**src/hdl/btdr_pkg.sv**
```systemverilog
// Shared types and constants for the banked tile map with dirty marks.
// Used by btdr_ctrl and banked_tilemap_dirty_refresh_top.
`default_nettype none

package btdr_pkg;

   localparam int COLUMNS_DEFAULT = 40;
   localparam int ROWS_DEFAULT    = 25;

   localparam int TILE_W  = 16;
   localparam int ENTRY_W = TILE_W + 1;
   localparam int DIRTY_BIT = TILE_W;
   localparam int SET_BIT   = 9;
   localparam int CODE_W    = 9;
   localparam int CELL_SHIFT = 3;

   localparam logic [9:0] CLEAR_OFFSET = 10'h3ff;

   typedef enum logic [1:0] {
      CMD_TILE_WRITE = 2'd0,
      CMD_BANK_WRITE = 2'd1,
      CMD_REFRESH    = 2'd2,
      CMD_UNUSED     = 2'd3
   } cmd_type;

   typedef enum logic [2:0] {
      ST_SWEEP,
      ST_IDLE,
      ST_WR_CHECK,
      ST_SCAN,
      ST_FLUSH
   } state_type;

   typedef struct packed {
      logic       valid;
      logic       gfx_set;
      logic [8:0] tile_code;
      logic [8:0] x_pos;
      logic [7:0] y_pos;
      logic       last;
   } draw_type;

endpackage

`default_nettype wire

```
**src/hdl/btdr_ctrl.sv**
```systemverilog
// Sequencer for tile writes, bank writes, screen clears and row refreshes.
// Depends on btdr_pkg and drives the ports of btdr_tile_ram.
`default_nettype none

module btdr_ctrl #(
   parameter int COLUMNS    = btdr_pkg::COLUMNS_DEFAULT,
   parameter int ROWS       = btdr_pkg::ROWS_DEFAULT,
   parameter int TILE_COUNT = COLUMNS * ROWS,
   parameter int ADDR_W     = (TILE_COUNT > 1) ? $clog2(TILE_COUNT) : 1
) (
   input  wire logic                           clock,
   input  wire logic                           reset,
   input  wire logic                           req_valid,
   output logic                                req_stall,
   input  wire logic [1:0]                     req_cmd,
   input  wire logic [9:0]                     req_offset,
   input  wire logic [7:0]                     req_data,
   input  wire logic [4:0]                     req_row,
   input  wire logic                           req_force_all,
   input  wire logic                           out_ready,
   output btdr_pkg::draw_type                  push,
   output logic                                mem_we,
   output logic [ADDR_W-1:0]                   mem_waddr,
   output logic [btdr_pkg::ENTRY_W-1:0]        mem_wdata,
   output logic                                mem_re,
   output logic [ADDR_W-1:0]                   mem_raddr,
   input  wire logic [btdr_pkg::ENTRY_W-1:0]   mem_rdata
);

   localparam int COL_W = (COLUMNS > 1) ? $clog2(COLUMNS) : 1;
   localparam logic [ADDR_W-1:0] LAST_ADDR = ADDR_W'(TILE_COUNT - 1);
   localparam logic [COL_W-1:0]  LAST_COL  = COL_W'(COLUMNS - 1);

   btdr_pkg::state_type state_ff, state_in;
   btdr_pkg::draw_type  pend_ff, pend_in;
   logic [ADDR_W-1:0]   addr_ff, addr_in;
   logic [COL_W-1:0]    col_ff, col_in;
   logic [7:0]          bank_ff, bank_in;
   logic [btdr_pkg::TILE_W-1:0] nv_ff, nv_in;
   logic [4:0]          row_ff, row_in;
   logic                force_ff, force_in;

   btdr_pkg::cmd_type   cmd;
   logic                accept;
   logic                is_tile;
   logic                is_clear;
   logic                row_ok;
   logic [ADDR_W-1:0]   base_addr;
   logic                flagged;
   logic                can_go;
   btdr_pkg::draw_type  cur_draw;

   assign cmd       = btdr_pkg::cmd_type'(req_cmd);
   assign req_stall = (state_ff != btdr_pkg::ST_IDLE);
   assign accept    = req_valid && !req_stall;
   assign is_tile   = (32'(req_offset) < TILE_COUNT);
   assign is_clear  = !is_tile && (req_offset == btdr_pkg::CLEAR_OFFSET);
   assign row_ok    = (32'(req_row) < ROWS);
   assign base_addr = ADDR_W'(32'(req_row) * COLUMNS);
   assign flagged   = force_ff || mem_rdata[btdr_pkg::DIRTY_BIT];
   assign can_go    = !flagged || !pend_ff.valid || out_ready;

   always_comb begin
      cur_draw           = '0;
      cur_draw.valid     = 1'b1;
      cur_draw.gfx_set   = mem_rdata[btdr_pkg::SET_BIT];
      cur_draw.tile_code = mem_rdata[btdr_pkg::CODE_W-1:0];
      cur_draw.x_pos     = 9'(32'(col_ff) << btdr_pkg::CELL_SHIFT);
      cur_draw.y_pos     = 8'(32'(row_ff) << btdr_pkg::CELL_SHIFT);
      cur_draw.last      = 1'b0;
   end

   always_comb begin
      state_in = state_ff;
      unique case (state_ff)
         btdr_pkg::ST_SWEEP: begin
            if (addr_ff == LAST_ADDR) begin
               state_in = btdr_pkg::ST_IDLE;
            end
         end
         btdr_pkg::ST_IDLE: begin
            if (accept) begin
               priority if (cmd == btdr_pkg::CMD_TILE_WRITE && is_tile) begin
                  state_in = btdr_pkg::ST_WR_CHECK;
               end else if (cmd == btdr_pkg::CMD_TILE_WRITE && is_clear) begin
                  state_in = btdr_pkg::ST_SWEEP;
               end else if (cmd == btdr_pkg::CMD_REFRESH && row_ok) begin
                  state_in = btdr_pkg::ST_SCAN;
               end else begin
                  state_in = btdr_pkg::ST_IDLE;
               end
            end
         end
         btdr_pkg::ST_WR_CHECK: begin
            state_in = btdr_pkg::ST_IDLE;
         end
         btdr_pkg::ST_SCAN: begin
            if (can_go && col_ff == LAST_COL) begin
               state_in = btdr_pkg::ST_FLUSH;
            end
         end
         btdr_pkg::ST_FLUSH: begin
            if (!pend_ff.valid || out_ready) begin
               state_in = btdr_pkg::ST_IDLE;
            end
         end
         default: begin
            state_in = btdr_pkg::ST_IDLE;
         end
      endcase
   end

   always_comb begin
      pend_in   = pend_ff;
      addr_in   = addr_ff;
      col_in    = col_ff;
      bank_in   = bank_ff;
      nv_in     = nv_ff;
      row_in    = row_ff;
      force_in  = force_ff;
      push      = '0;
      mem_we    = 1'b0;
      mem_waddr = addr_ff;
      mem_wdata = '0;
      mem_re    = 1'b0;
      mem_raddr = addr_ff;
      unique case (state_ff)
         btdr_pkg::ST_SWEEP: begin
            mem_we    = 1'b1;
            mem_wdata = {1'b1, {btdr_pkg::TILE_W{1'b0}}};
            addr_in   = addr_ff + 1'b1;
         end
         btdr_pkg::ST_IDLE: begin
            if (accept) begin
               nv_in    = {bank_ff, req_data};
               row_in   = req_row;
               force_in = req_force_all;
               col_in   = '0;
               pend_in  = '0;
               priority if (cmd == btdr_pkg::CMD_TILE_WRITE && is_tile) begin
                  addr_in   = ADDR_W'(req_offset);
                  mem_re    = 1'b1;
                  mem_raddr = ADDR_W'(req_offset);
               end else if (cmd == btdr_pkg::CMD_TILE_WRITE && is_clear) begin
                  addr_in = '0;
               end else if (cmd == btdr_pkg::CMD_BANK_WRITE) begin
                  bank_in = req_data;
               end else if (cmd == btdr_pkg::CMD_REFRESH && row_ok) begin
                  addr_in   = base_addr;
                  mem_re    = 1'b1;
                  mem_raddr = base_addr;
               end else begin
                  addr_in = addr_ff;
               end
            end
         end
         btdr_pkg::ST_WR_CHECK: begin
            if (mem_rdata[btdr_pkg::TILE_W-1:0] != nv_ff) begin
               mem_we    = 1'b1;
               mem_wdata = {1'b1, nv_ff};
            end
         end
         btdr_pkg::ST_SCAN: begin
            if (can_go) begin
               if (flagged) begin
                  mem_we    = 1'b1;
                  mem_wdata = {1'b0, mem_rdata[btdr_pkg::TILE_W-1:0]};
                  push      = pend_ff;
                  pend_in   = cur_draw;
               end
               if (col_ff != LAST_COL) begin
                  col_in    = col_ff + 1'b1;
                  addr_in   = addr_ff + 1'b1;
                  mem_re    = 1'b1;
                  mem_raddr = addr_ff + 1'b1;
               end
            end
         end
         btdr_pkg::ST_FLUSH: begin
            if (pend_ff.valid && out_ready) begin
               push      = pend_ff;
               push.last = 1'b1;
               pend_in   = '0;
            end
         end
         default: begin
            pend_in = '0;
         end
      endcase
   end

   always_ff @(posedge clock) begin
      if (reset) begin
         state_ff      <= btdr_pkg::ST_SWEEP;
         addr_ff       <= '0;
         bank_ff       <= '0;
         pend_ff.valid <= 1'b0;
      end else begin
         state_ff      <= state_in;
         addr_ff       <= addr_in;
         bank_ff       <= bank_in;
         pend_ff.valid <= pend_in.valid;
      end
   end

   always_ff @(posedge clock) begin
      pend_ff.gfx_set   <= pend_in.gfx_set;
      pend_ff.tile_code <= pend_in.tile_code;
      pend_ff.x_pos     <= pend_in.x_pos;
      pend_ff.y_pos     <= pend_in.y_pos;
      pend_ff.last      <= pend_in.last;
      col_ff            <= col_in;
      nv_ff             <= nv_in;
      row_ff            <= row_in;
      force_ff          <= force_in;
   end

   a_push_ready: assert property (@(posedge clock) disable iff (reset)
      push.valid |-> out_ready)
      else $error("draw item pushed while the output stage is full");

   a_port_conflict: assert property (@(posedge clock) disable iff (reset)
      (mem_we && mem_re) |-> (mem_waddr != mem_raddr))
      else $error("read and write of the same tile entry in one cycle");

   a_last_ends: assert property (@(posedge clock) disable iff (reset)
      (push.valid && push.last) |=> (state_ff == btdr_pkg::ST_IDLE))
      else $error("refresh continued after its final draw item");

   a_pend_scope: assert property (@(posedge clock) disable iff (reset)
      pend_ff.valid |-> (state_ff == btdr_pkg::ST_SCAN || state_ff == btdr_pkg::ST_FLUSH))
      else $error("held draw item outside a refresh");

endmodule

`default_nettype wire

```
**config.mk**
```make
export PLATFORM = sky130hd
export DESIGN_NAME = btdr_ctrl
export DESIGN_NICKNAME = d
export VERILOG_FILES = /design/src/hdl/btdr_pkg.sv /design/src/hdl/btdr_ctrl.sv
export SDC_FILE = /design/constraint.sdc
export NUM_CORES = 1
export LEC_CHECK = 0
export BUFFER_PORTS_ARGS = -buffer_cell sky130_fd_sc_hd__buf_2
export CAP_MARGIN = 0
export CELL_PAD_IN_SITES_DETAIL_PLACEMENT = 1
export CELL_PAD_IN_SITES_GLOBAL_PLACEMENT = 2
export CORE_ASPECT_RATIO = 0.75
export CORE_MARGIN = 2
export CORE_UTILIZATION = 35
export DETAILED_ROUTE_END_ITERATION = 12
export HOLD_SLACK_MARGIN = 0.06
export PLACE_DENSITY_LB_ADDON = 0.25
export SYNTH_ARGS = -nofsm -noshare
export SYNTH_HDL_FRONTEND = slang
export SYNTH_SLANG_ARGS = --single-unit
```
**constraint.sdc**
```tcl
create_clock -name clock -period 8.05 [get_ports clock]
set_input_delay 2.415 -clock clock [delete_from_list [all_inputs] [get_ports clock]]
set_output_delay 2.415 -clock clock [all_outputs]
set_load 0.02 [all_outputs]
```
==> qor.yml, run 1 <==
sta:
  fin_crit_ns: 6.87
  relSlewSlack: 0.481
  fin_crit_sh: 0.854
  fin_worst_skew_ns: 0.00583
  worstMarginPinSlew_ns: 0.773
  fmax_ghz: 0.145
  setup_violations: 0
  finalMaxSlewViolations: 0
  fin_setup_tns_ns: 0
  hold_viol_final: 0
  rsz0062_at_grt: "no"
clock_network:
  cts-root-buf: "clkbuf_16"
  cts_resized: 0
  post-cts-setup-buffer-count: 0
  clock_path_buffers: 2
  clock_latency_ns: 0.33
  cts_tree: "yes"
  cts.sinks: 71
  cts_buffers: 9
  cts_hold_buf: 0
  htree_levels: 3
  cts.reportedPaths.clkPinSlew_ns: 0.05
synthesis:
  synth_top_area_share: 0.319
  synth_flop_cell: "edfxtp_1"
  syn_inst: 478
  avgSynthCellArea_sq_um: 9.64
  synth.area.top_cells: "edfxtp_1, dfxtp_1, xnor2_1"
  syn-cell-area_sq_um: 4610
  ys_seq_area_frac: 0.415
  synth-async-reset-ratio: 0
  synth_common_cells: "edfxtp_1, nor2_1, o21ai_0"
  synthDistinctLibCells: 77
  synth_edf_count: 49
  ys_warn_count: 0
  ys_seq_elements: 71
  yosysTopAreaCell: "edfxtp_1"
cells_and_area:
  fin_area_sq_um: 5570
  final_util: 0.431
  final_net_count: 629
  areaGrowthSynthToFinish_pct: 20.8
  num-fill-cells: 1522
  drive_above_1_share: 0.273
  antenna_cells: 0
  regArea_sq_um: 1910
  multi_input_area_sq_um: 2490
detailed_routing:
  viasPerCell: 5.41
  drt_iter0_markers: 235
  avgRoutedWirePerCell_um: 19.6
  dr.pass1.iters: 4
  wl_um: 14700
  vias: 4049
  drc: 0
  ant_nets: 0
floorplan:
  die-width_um: 136
  num_io_pins: 116
  rows: 36
  core_area_sq_um: 12900
  die_h_um: 103
  initial_core_util: 0.356
  dieArea_sq_um: 14100
placed_design:
  placed_cell_area_sq_um: 5230
  gp_congestion: 0.898
  hpwl_um: 11100
  port_buffers: 109
worst_setup_path:
  crit_required_ns: 5.64
  cp_max_fo: 4
  worstPathArrival_ns: 4.46
  endpoint_kind: "output pin"
  cp-start-kind: "input pin"
  worst-setup-path-type: "input pin to output pin"
global_routing:
  grt_pass1_vias: 3781
  grt_pass1_wl_um: 22100
  grtUsageTotal: 0.209
  grt.overflow.total: 0
  antenna_found_initial: 0
  grt_max_degree: 46
min_path:
  min_path_type: "flip-flop to flip-flop"
power:
  p_per_area_nw_per_um2: 163
  ir_worst_vdd_mv: 0.114
  p_leak_nw: 2.47
flow_run:
  drv_cap: 0
outcome:
  status: "finished, final reports clean"
-- worst paths after layout --
check | startpoint | endpoint | slack [ns] | cells after the start
worst min register to register | bank_ff[4]$_SDFFE_PP0P_ | nv_ff[12]$_DFFE_PP_ | 0.43 | 0
worst min-delay path | bank_ff[4]$_SDFFE_PP0P_ | nv_ff[12]$_DFFE_PP_ | 0.43 | 0
worst max register to register | state_ff[2]$_SDFFE_PP0P_ | bank_ff[2]$_SDFFE_PP0P_ | 5.24 | 7
worst max-delay path | req_row[1] | mem_raddr[8] | 1.18 | 9
-- through the flow --
step | cells | power, mW | hold slack [ns] | setup WS (ns)
after global placement | 733 | 0.473 | 0.413 | 1.23
final | 749 | 0.905 | 0.430 | 1.18
after floorplan | 483 | 0.442 | 0.408 | 1.20
after global routing | 749 | 0.937 | 0.448 | 1.05
after detailed placement | 733 | 0.475 | 0.418 | 1.19
after CTS | 749 | 0.915 | 0.430 | 1.18
-- final cells by class --
cell class	count	share of cell area
inverters	8	0.00539
well taps	171	0.0384
clock inverters	5	0.0144
clock buffers	11	0.0454
multi-input cells	368	0.447
repair buffers	115	0.106
flip-flops and latches	71	0.343
-- power by group --
part | leakage [nW] | internal (mW) | switching (mW) | total (mW)
Sequential | 0.692 | 0.388 | 0.00436 | 0.392
Clock | 0.158 | 0.287 | 0.150 | 0.437
Combinational | 1.62 | 0.0291 | 0.0462 | 0.0753
-- layer usage --
| layer | wire length, um | GRT usage | part of all wire | vias up |
|---|---|---|---|---|
| li1 | - | - | - | 1948 |
| met1 | 7250 | 0.314 | 0.49 | 1972 |
| met2 | 6340 | 0.310 | 0.43 | 120 |
| met3 | 1000 | 0.0375 | 0.068 | 9 |
| met4 | 105 | 0.0489 | 0.0071 | 0 |
| met5 | 0 | 0 | 0 | - |
-- cell usage in the layout (no fill, tap or decap), types with 4 or more instances in the layout --
cell type and instances:
ha_1 8, o21ai_0 30, buf_4 6, edfxtp_1 49, nand4_1 7, and3_1 24, nor3_1 5, inv_1 6
and2_1 22, a21oi_1 27, mux2i_1 16, a31oi_1 8, a22o_1 16, xnor2_1 24, buf_2 109, dfxtp_1 22
a221oi_1 8, a22oi_1 4, nand2_1 27, xor2_1 7, nand3_1 9, nor2_1 49, conb_1 6, clkbuf_16 9
-- registers in the layout, indices dropped and copies added (netlist names) --
register and cells:
row_ff 5, pend_ff 22, state_ff 3, nv_ff 16, col_ff 6, bank_ff 8
force_ff 1, mem_waddr 10
-- critical path, cell delays in order --
cell and delay, ns:
buf_2 0.13, ha_1 0.29, ha_1 0.23, fa_1 0.39, xor2_1 0.19, mux2i_1 0.19
a21oi_1 0.17, a221o_1 0.30, buf_2 0.16
-- cells by family (layout without fill, tap and decap cells) --
family | Yosys count | count (layout) | synth area share
buf+inv | 44 | 139 | 0.0502
flops | 71 | 71 | 0.415
other cells | 1 | 6 | 0.000814
xor+xnor | 31 | 31 | 0.0589
fa+ha+maj | 9 | 9 | 0.0261
simple gates | 175 | 175 | 0.213
mux | 17 | 17 | 0.0380
compound gates | 130 | 130 | 0.197
Power figures use the tool's default switching activity.
==> run 2, diff against run 1 <==
- CORE_ASPECT_RATIO: 0.75 -> not set
- SLEW_MARGIN: not set -> 30
==> run 2 against run 1 <==
Net effect: hold slack is essentially flat; clock power grew 12%; first-iteration DRC count up 1.7%; cell count is the same; combinational power down 2%; clock skew grew 0.0039 ns.
==> qor.yml, run 2 (same netlist as run 1, synthesis figures left out) <==
power:
  power_uw: 957  # +5.7%
  ir_worst_vdd_mv: 0.0934  # -18%
  p_per_area_nw_per_um2: 171  # +5.1%
  p_leak_nw: 2.48  # +0.49%
floorplan:
  die-width_um: 119  # -13%
  die_h_um: 119  # +15%
  dieArea_sq_um: 14100  # about the same
  num_io_pins: 116  # unchanged
  core_area_sq_um: 12700  # -1.6%
  rows: 41  # +14%
  initial_core_util: 0.362  # +0.00575
worst_setup_path:
  critPathMaxStageDelay_ns: 0.41  # +0.02 ns
  cp-start-kind: "input pin"
  worst-setup-path-type: "input pin to output pin"
  cpLargestDelayFamily: "compound AO/OA/AOI/OAI gates"
  path_cells: "buf_2, ha_1, ha_1, a21o_1, a21oi_1, xor2_1, nor2_1, a211oi_1, o311ai_0, buf_2"
  endpoint_kind: "output pin"
  crit_required_ns: 5.64  # about the same
  cp_num_buf_inv: 2  # unchanged
  worstPathArrival_ns: 4.42  # -0.04 ns
  cp_max_fo: 4  # unchanged
  critPathSlowestCell: "o311ai_0"
sta:
  relSlewSlack: 0.491  # +0.00997
  fin_crit_sh: 0.849  # -0.00513
  rsz0062_at_grt: "no"
  finalMaxSlewViolations: 0  # unchanged
  worstMarginPinSlew_ns: 0.762  # -0.0115 ns
  setup_ws_ns: 1.22  # +0.0413 ns
  hold_viol_final: 0  # unchanged
  fmax_ghz: 0.146  # +0.60%
  setup_violations: 0  # unchanged
  fin_worst_skew_ns: 0.00975  # +0.00392 ns
  fin_setup_tns_ns: 0  # unchanged
  fin_crit_ns: 6.83  # -0.0413 ns
clock_network:
  cts.reportedPaths.clkPinSlew_ns: 0.05  # about the same
  cts_hold_buf: 0  # unchanged
  cts.sinks: 71  # unchanged
  post-cts-setup-buffer-count: 0  # unchanged
  cts-root-buf: "clkbuf_16"
  cts_resized: 0  # unchanged
  htree_levels: 3  # unchanged
  clock_latency_ns: 0.34  # about the same
  clock_path_buffers: 2  # unchanged
  cts_buffers: 9  # unchanged
  cts_tree: "yes"
cells_and_area:
  antenna_cells: 0  # unchanged
  drive_above_1_share: 0.269  # -0.00473
  mostFrequentLayoutCells: "buf_2, nor2_1, edfxtp_1, o21ai_0"
  regMostFlops: "pend_ff"
  areaGrowthSynthToFinish_pct: 21.6
  num-fill-cells: 1522  # unchanged
  final_common_cell: "buf_2"
  final_util: 0.440  # +0.00960
  largest_register_ffs: 22  # unchanged
  final_net_count: 628  # -0.16%
placed_design:
  place_ws_ns: 1.23  # +0.0410 ns
  hpwl_um: 11100  # +0.37%
  gp_congestion: 0.853  # -5.0%
  port_buffers: 109  # unchanged
global_routing:
  grt_pass1_vias: 4145  # +9.6%
  grtUsageTotal: 0.213  # +0.00436
  grt_max_degree: 46  # unchanged
  antenna_found_initial: 0  # unchanged
  grt.overflow.total: 0  # unchanged
  grt_pass1_wl_um: 23500  # +6.5%
detailed_routing:
  viasPerCell: 5.55  # +2.6%
  ant_nets: 0  # unchanged
  drt_iter0_markers: 239  # +1.7%
  drc: 0  # unchanged
  vias: 4155  # +2.6%
  dr.pass1.iters: 4  # unchanged
  avgRoutedWirePerCell_um: 19.9  # +1.4%
  wl_um: 14900  # +1.4%
outcome:
  status: "finished, final reports clean"
flow_run:
  drv_cap: 0  # unchanged
min_path:
  min_path_type: "flip-flop to flip-flop"
[run 2: cell types whose count changed in the layout (fill, tap and decap cells not counted)]
cell	previous run	this run
buf_4	6	4
clkbuf_1	0	2
a211oi_2	1	0
inv_6	0	1
a211oi_4	0	1
clkinv_2	1	0
buf_6	0	1
bufinv_16	2	4
clkinvlp_4	2	0
clkbuf_8	2	0
[run 2: final timing paths]
kind / slack (ns) / endpoint / from / depth (start not counted)
worst max-delay path: 1.22 / mem_raddr[9] / req_row[2] / 10
worst min-delay path: 0.43 / nv_ff[10]$_DFFE_PP_ / bank_ff[2]$_SDFFE_PP0P_ / 0
worst max register to register: 5.13 / bank_ff[6]$_SDFFE_PP0P_ / state_ff[2]$_SDFFE_PP0P_ / 7
worst min register to register: 0.43 / nv_ff[10]$_DFFE_PP_ / bank_ff[2]$_SDFFE_PP0P_ / 0
[run 2: layout make-up]
type / count / area [sq um] / share of cell area
inverter: 8 / 30.0 / 0.00536
clock inverter: 5 / 129 / 0.0230
sequential: 71 / 1910 / 0.341
clock buffer: 11 / 233 / 0.0416
tap: 172 / 215 / 0.0384
multi-input combinational: 368 / 2490 / 0.445
timing repair buffer: 114 / 587 / 0.105
[run 2: per-stage QoR]
step           instance area, sq um  cells  hold slack [ns]
5_1_grt                        5600    749            0.437
2_1_floorplan                  4630    483            0.408
3_3_place_gp                   5230    732            0.412
4_1_cts                        5600    749            0.433
6_report                       5600    749            0.430
3_5_place_dp                   5240    733            0.420
[run 2: per-layer routing]
layer  track usage  up-vias  routed length (um)
met2         0.346      134                7150
li1              -     1952                   -
met3        0.0338       14                 681
met1         0.291     2055                6880
met5             0        -                   0
met4        0.0662        0                 201
[run 2: where the power goes]
part	switching, mW	leakage, nW	internal (mW)
logic	0.0446	1.61	0.0289
registers	0.00391	0.692	0.388
clock network	0.156	0.174	0.335
==> run 3, diff against run 2 <==
- ABC_AREA: not set -> 1
- CORE_UTILIZATION: 35 -> 27
- clock period: 8.05 -> 6 ns (I/O delays scaled with it)
==> run 3 against run 2 <==
Net effect: via count is 13% higher; worst setup slack worse by 0.72 ns; critical path depth stayed put; combinational power grew to 10 times the previous value; highest routed layer unchanged; critical endpoint is now mem_raddr[7].
==> qor.yml, run 3 <==
cells_and_area:
  final_net_count: 833  # +33%
  areaGrowthSynthToFinish_pct: 21.3
  final_common_cell: "nand2_1"
  num-fill-cells: 2252  # +48%
  multi_input_area_sq_um: 2280  # -8.6%
  drive_above_1_share: 0.223  # -0.0461
  mostFrequentLayoutCells: "nand2_1, buf_2, inv_1, nor2_1, nand3_1"
  fin_area_sq_um: 5810  # +3.7%
  regArea_sq_um: 1910  # unchanged
  regMostFlops: "pend_ff"
  antenna_cells: 0  # unchanged
  largest_register_ffs: 22  # unchanged
  fin_cells: 1007  # +34%
clock_network:
  cts_resized: 0  # unchanged
  post-cts-setup-buffer-count: 0  # unchanged
  cts-root-buf: "clkbuf_16"
  cts.sinks: 71  # unchanged
  cts_buffers: 9  # unchanged
  clock_path_buffers: 2  # unchanged
  clock_latency_ns: 0.34  # about the same
  htree_levels: 3  # unchanged
  cts_hold_buf: 0  # unchanged
  cts_tree: "yes"
  cts.reportedPaths.clkPinSlew_ns: 0.06  # about the same
sta:
  fmax_ghz: 0.182
  hold_slack_ns: 0.430  # -0.000556 ns
  relSlewSlack: 0.462  # -0.0281
  fin_crit_ns: 5.50
  setup_violations: 0  # unchanged
  fin_worst_skew_ns: 0.00508  # -0.00467 ns
  finalMaxSlewViolations: 0  # unchanged
  worstMarginPinSlew_ns: 0.805  # +0.0438 ns
  hold_viol_final: 0  # unchanged
  rsz0062_at_grt: "no"
  fin_crit_sh: 0.917
  fin_setup_tns_ns: 0  # unchanged
detailed_routing:
  wl_um: 16000  # +7.3%
  drt_iter0_markers: 221  # -7.5%
  viasPerCell: 4.66  # -16%
  dr.pass1.iters: 4  # unchanged
  ant_nets: 0  # unchanged
  vias: 4688  # +13%
  drc: 0  # unchanged
  avgRoutedWirePerCell_um: 15.9  # -20%
synthesis:
  post-synth-top-count-cell: "nand2_1"
  ys_seq_elements: 71  # unchanged
  synthSimpleGateAreaFrac: 0.320  # +0.107
  synthDistinctLibCells: 41  # -47%
  synth_compound_area_frac: 0.107  # -0.0906
  ys_seq_area_frac: 0.399  # -0.0157
  ys_warn_count: 0  # unchanged
  synth_edf_count: 49  # unchanged
  synth_flop_cell: "edfxtp_1"
  synth_common_cells: "nand2_1, inv_1, nor2_1"
  synth-xor-area-share: 0.0183  # -0.0406
  avgSynthCellArea_sq_um: 7.13  # -26%
  synth_top_family_by_area: "simple AND/OR/NAND/NOR gates"
  yosysTopAreaCell: "edfxtp_1"
  synth.area.top_cells: "edfxtp_1, nand2_1, dfxtp_1"
  synth-async-reset-ratio: 0  # unchanged
  syn_inst: 672  # +41%
  synth_top_area_share: 0.307  # -0.0121
  synth_adder_area_share: 0.0251  # -0.000988
  synth_mux_area_frac: 0  # -0.0380
  syn-cell-area_sq_um: 4790  # +3.9%
floorplan:
  num_io_pins: 116  # unchanged
  rows: 48  # +17%
  dieArea_sq_um: 18800  # +33%
  die-width_um: 137  # +16%
  core_area_sq_um: 17300  # +36%
  initial_core_util: 0.277  # -0.0853
  die_h_um: 137  # +16%
worst_setup_path:
  cp_max_fo: 4  # unchanged
  crit_required_ns: 4.20  # -1.44 ns
  worst-setup-path-type: "input pin to output pin"
  worstPathArrival_ns: 3.70  # -0.72 ns
  rrSetupSlack_ns: 3.34  # -1.79 ns
  endpoint_kind: "output pin"
  cp-start-kind: "input pin"
global_routing:
  grt_pass1_vias: 4606  # +11%
  grt_max_degree: 35  # -24%
  grt.met2_usage: 0.290  # -0.0553
  antenna_found_initial: 0  # unchanged
  grt.overflow.total: 0  # unchanged
  grtUsageTotal: 0.172  # -0.0408
  grt_pass1_wl_um: 24600  # +4.4%
  met3_usage: 0.0298  # -0.00398
  grt.met1_usage: 0.222  # -0.0685
  top_usage_layer: "met2"
flow_run:
  drv_cap: 0  # unchanged
placed_design:
  hpwl_um: 12300  # +11%
  placed_cell_area_sq_um: 5480  # +4.5%
  port_buffers: 109  # unchanged
  place_inst: 991  # +35%
  gp_congestion: 0.842  # -1.3%
power:
  ir_worst_vdd_mv: 0.172  # +84%
  p_leak_nw: 2.88  # +16%
  p_per_area_nw_per_um2: 352  # +110%
outcome:
  status: "finished, final reports clean"
min_path:
  min_path_type: "flip-flop to flip-flop"
[run 3: changes by cell type after synthesis, sizes merged, moves of 18 or more]
cell,delta
and3,-27
o21ai,+18
nor2,+59
nand2,+131
xnor2,-18
and2,-22
inv,+104
nand3,+46
[run 3: stage by stage]
step / worst slack, ns / total power, mW / utilization
final: 0.496 / 2.04 / 0.336
after global routing: 0.391 / 2.18 / 0.336
after CTS: 0.497 / 2.07 / 0.335
after detailed placement: 0.502 / 1.47 / 0.317
after global placement: 0.562 / 1.45 / 0.317
after floorplan: 0.806 / 1.22 / -
[run 3: cell type report]
class                   instances  share of cell area
multi-input cells             469               0.393
flip-flops and latches         71               0.329
repair buffers                112              0.0978
inverters                     114              0.0754
clock buffers                  13              0.0485
well taps                     225              0.0485
clock inverters                 3             0.00776
[run 3: where the power goes]
| part | internal [mW] | switching, mW |
|---|---|---|
| registers | 0.616 | 0.0830 |
| clock network | 0.372 | 0.217 |
| logic | 0.235 | 0.520 |
[run 3: worst paths after layout]
| check | endpoint | start | cells past startpoint |
|---|---|---|---|
| setup / recovery | mem_raddr[7] | req_row[1] | 10 |
| hold / removal | nv_ff[15]$_DFFE_PP_ | bank_ff[7]$_SDFFE_PP0P_ | 0 |
| setup reg to reg | pend_ff[14]$_SDFFCE_PN0P_ | state_ff[2]$_SDFFE_PP0P_ | 9 |
| hold reg to reg | nv_ff[15]$_DFFE_PP_ | bank_ff[7]$_SDFFE_PP0P_ | 0 |
[run 3: routing by layer]
layer	share of wire	vias to the layer above
met4	0.019	0
met5	0	-
met1	0.47	2213
met2	0.48	111
li1	-	2342
met3	0.037	22
[run 3: critical path, stage by stage]
cell and delay (ns):
buf_2 0.12, ha_1 0.32, ha_1 0.24, fa_1 0.48
or2_1 0.27, nand2_1 0.07, nand2_1 0.05, nand3_1 0.08
nand3_1 0.10, buf_2 0.18
[run 3: logic make-up (layout without fill, tap and decap cells)]
family,count (synthesis),after routing
simple gates,347,347
buf+inv,137,242
compound gates,97,97
flops,71,71
xor+xnor,10,10
fa+ha+maj,9,9
other cells,1,6
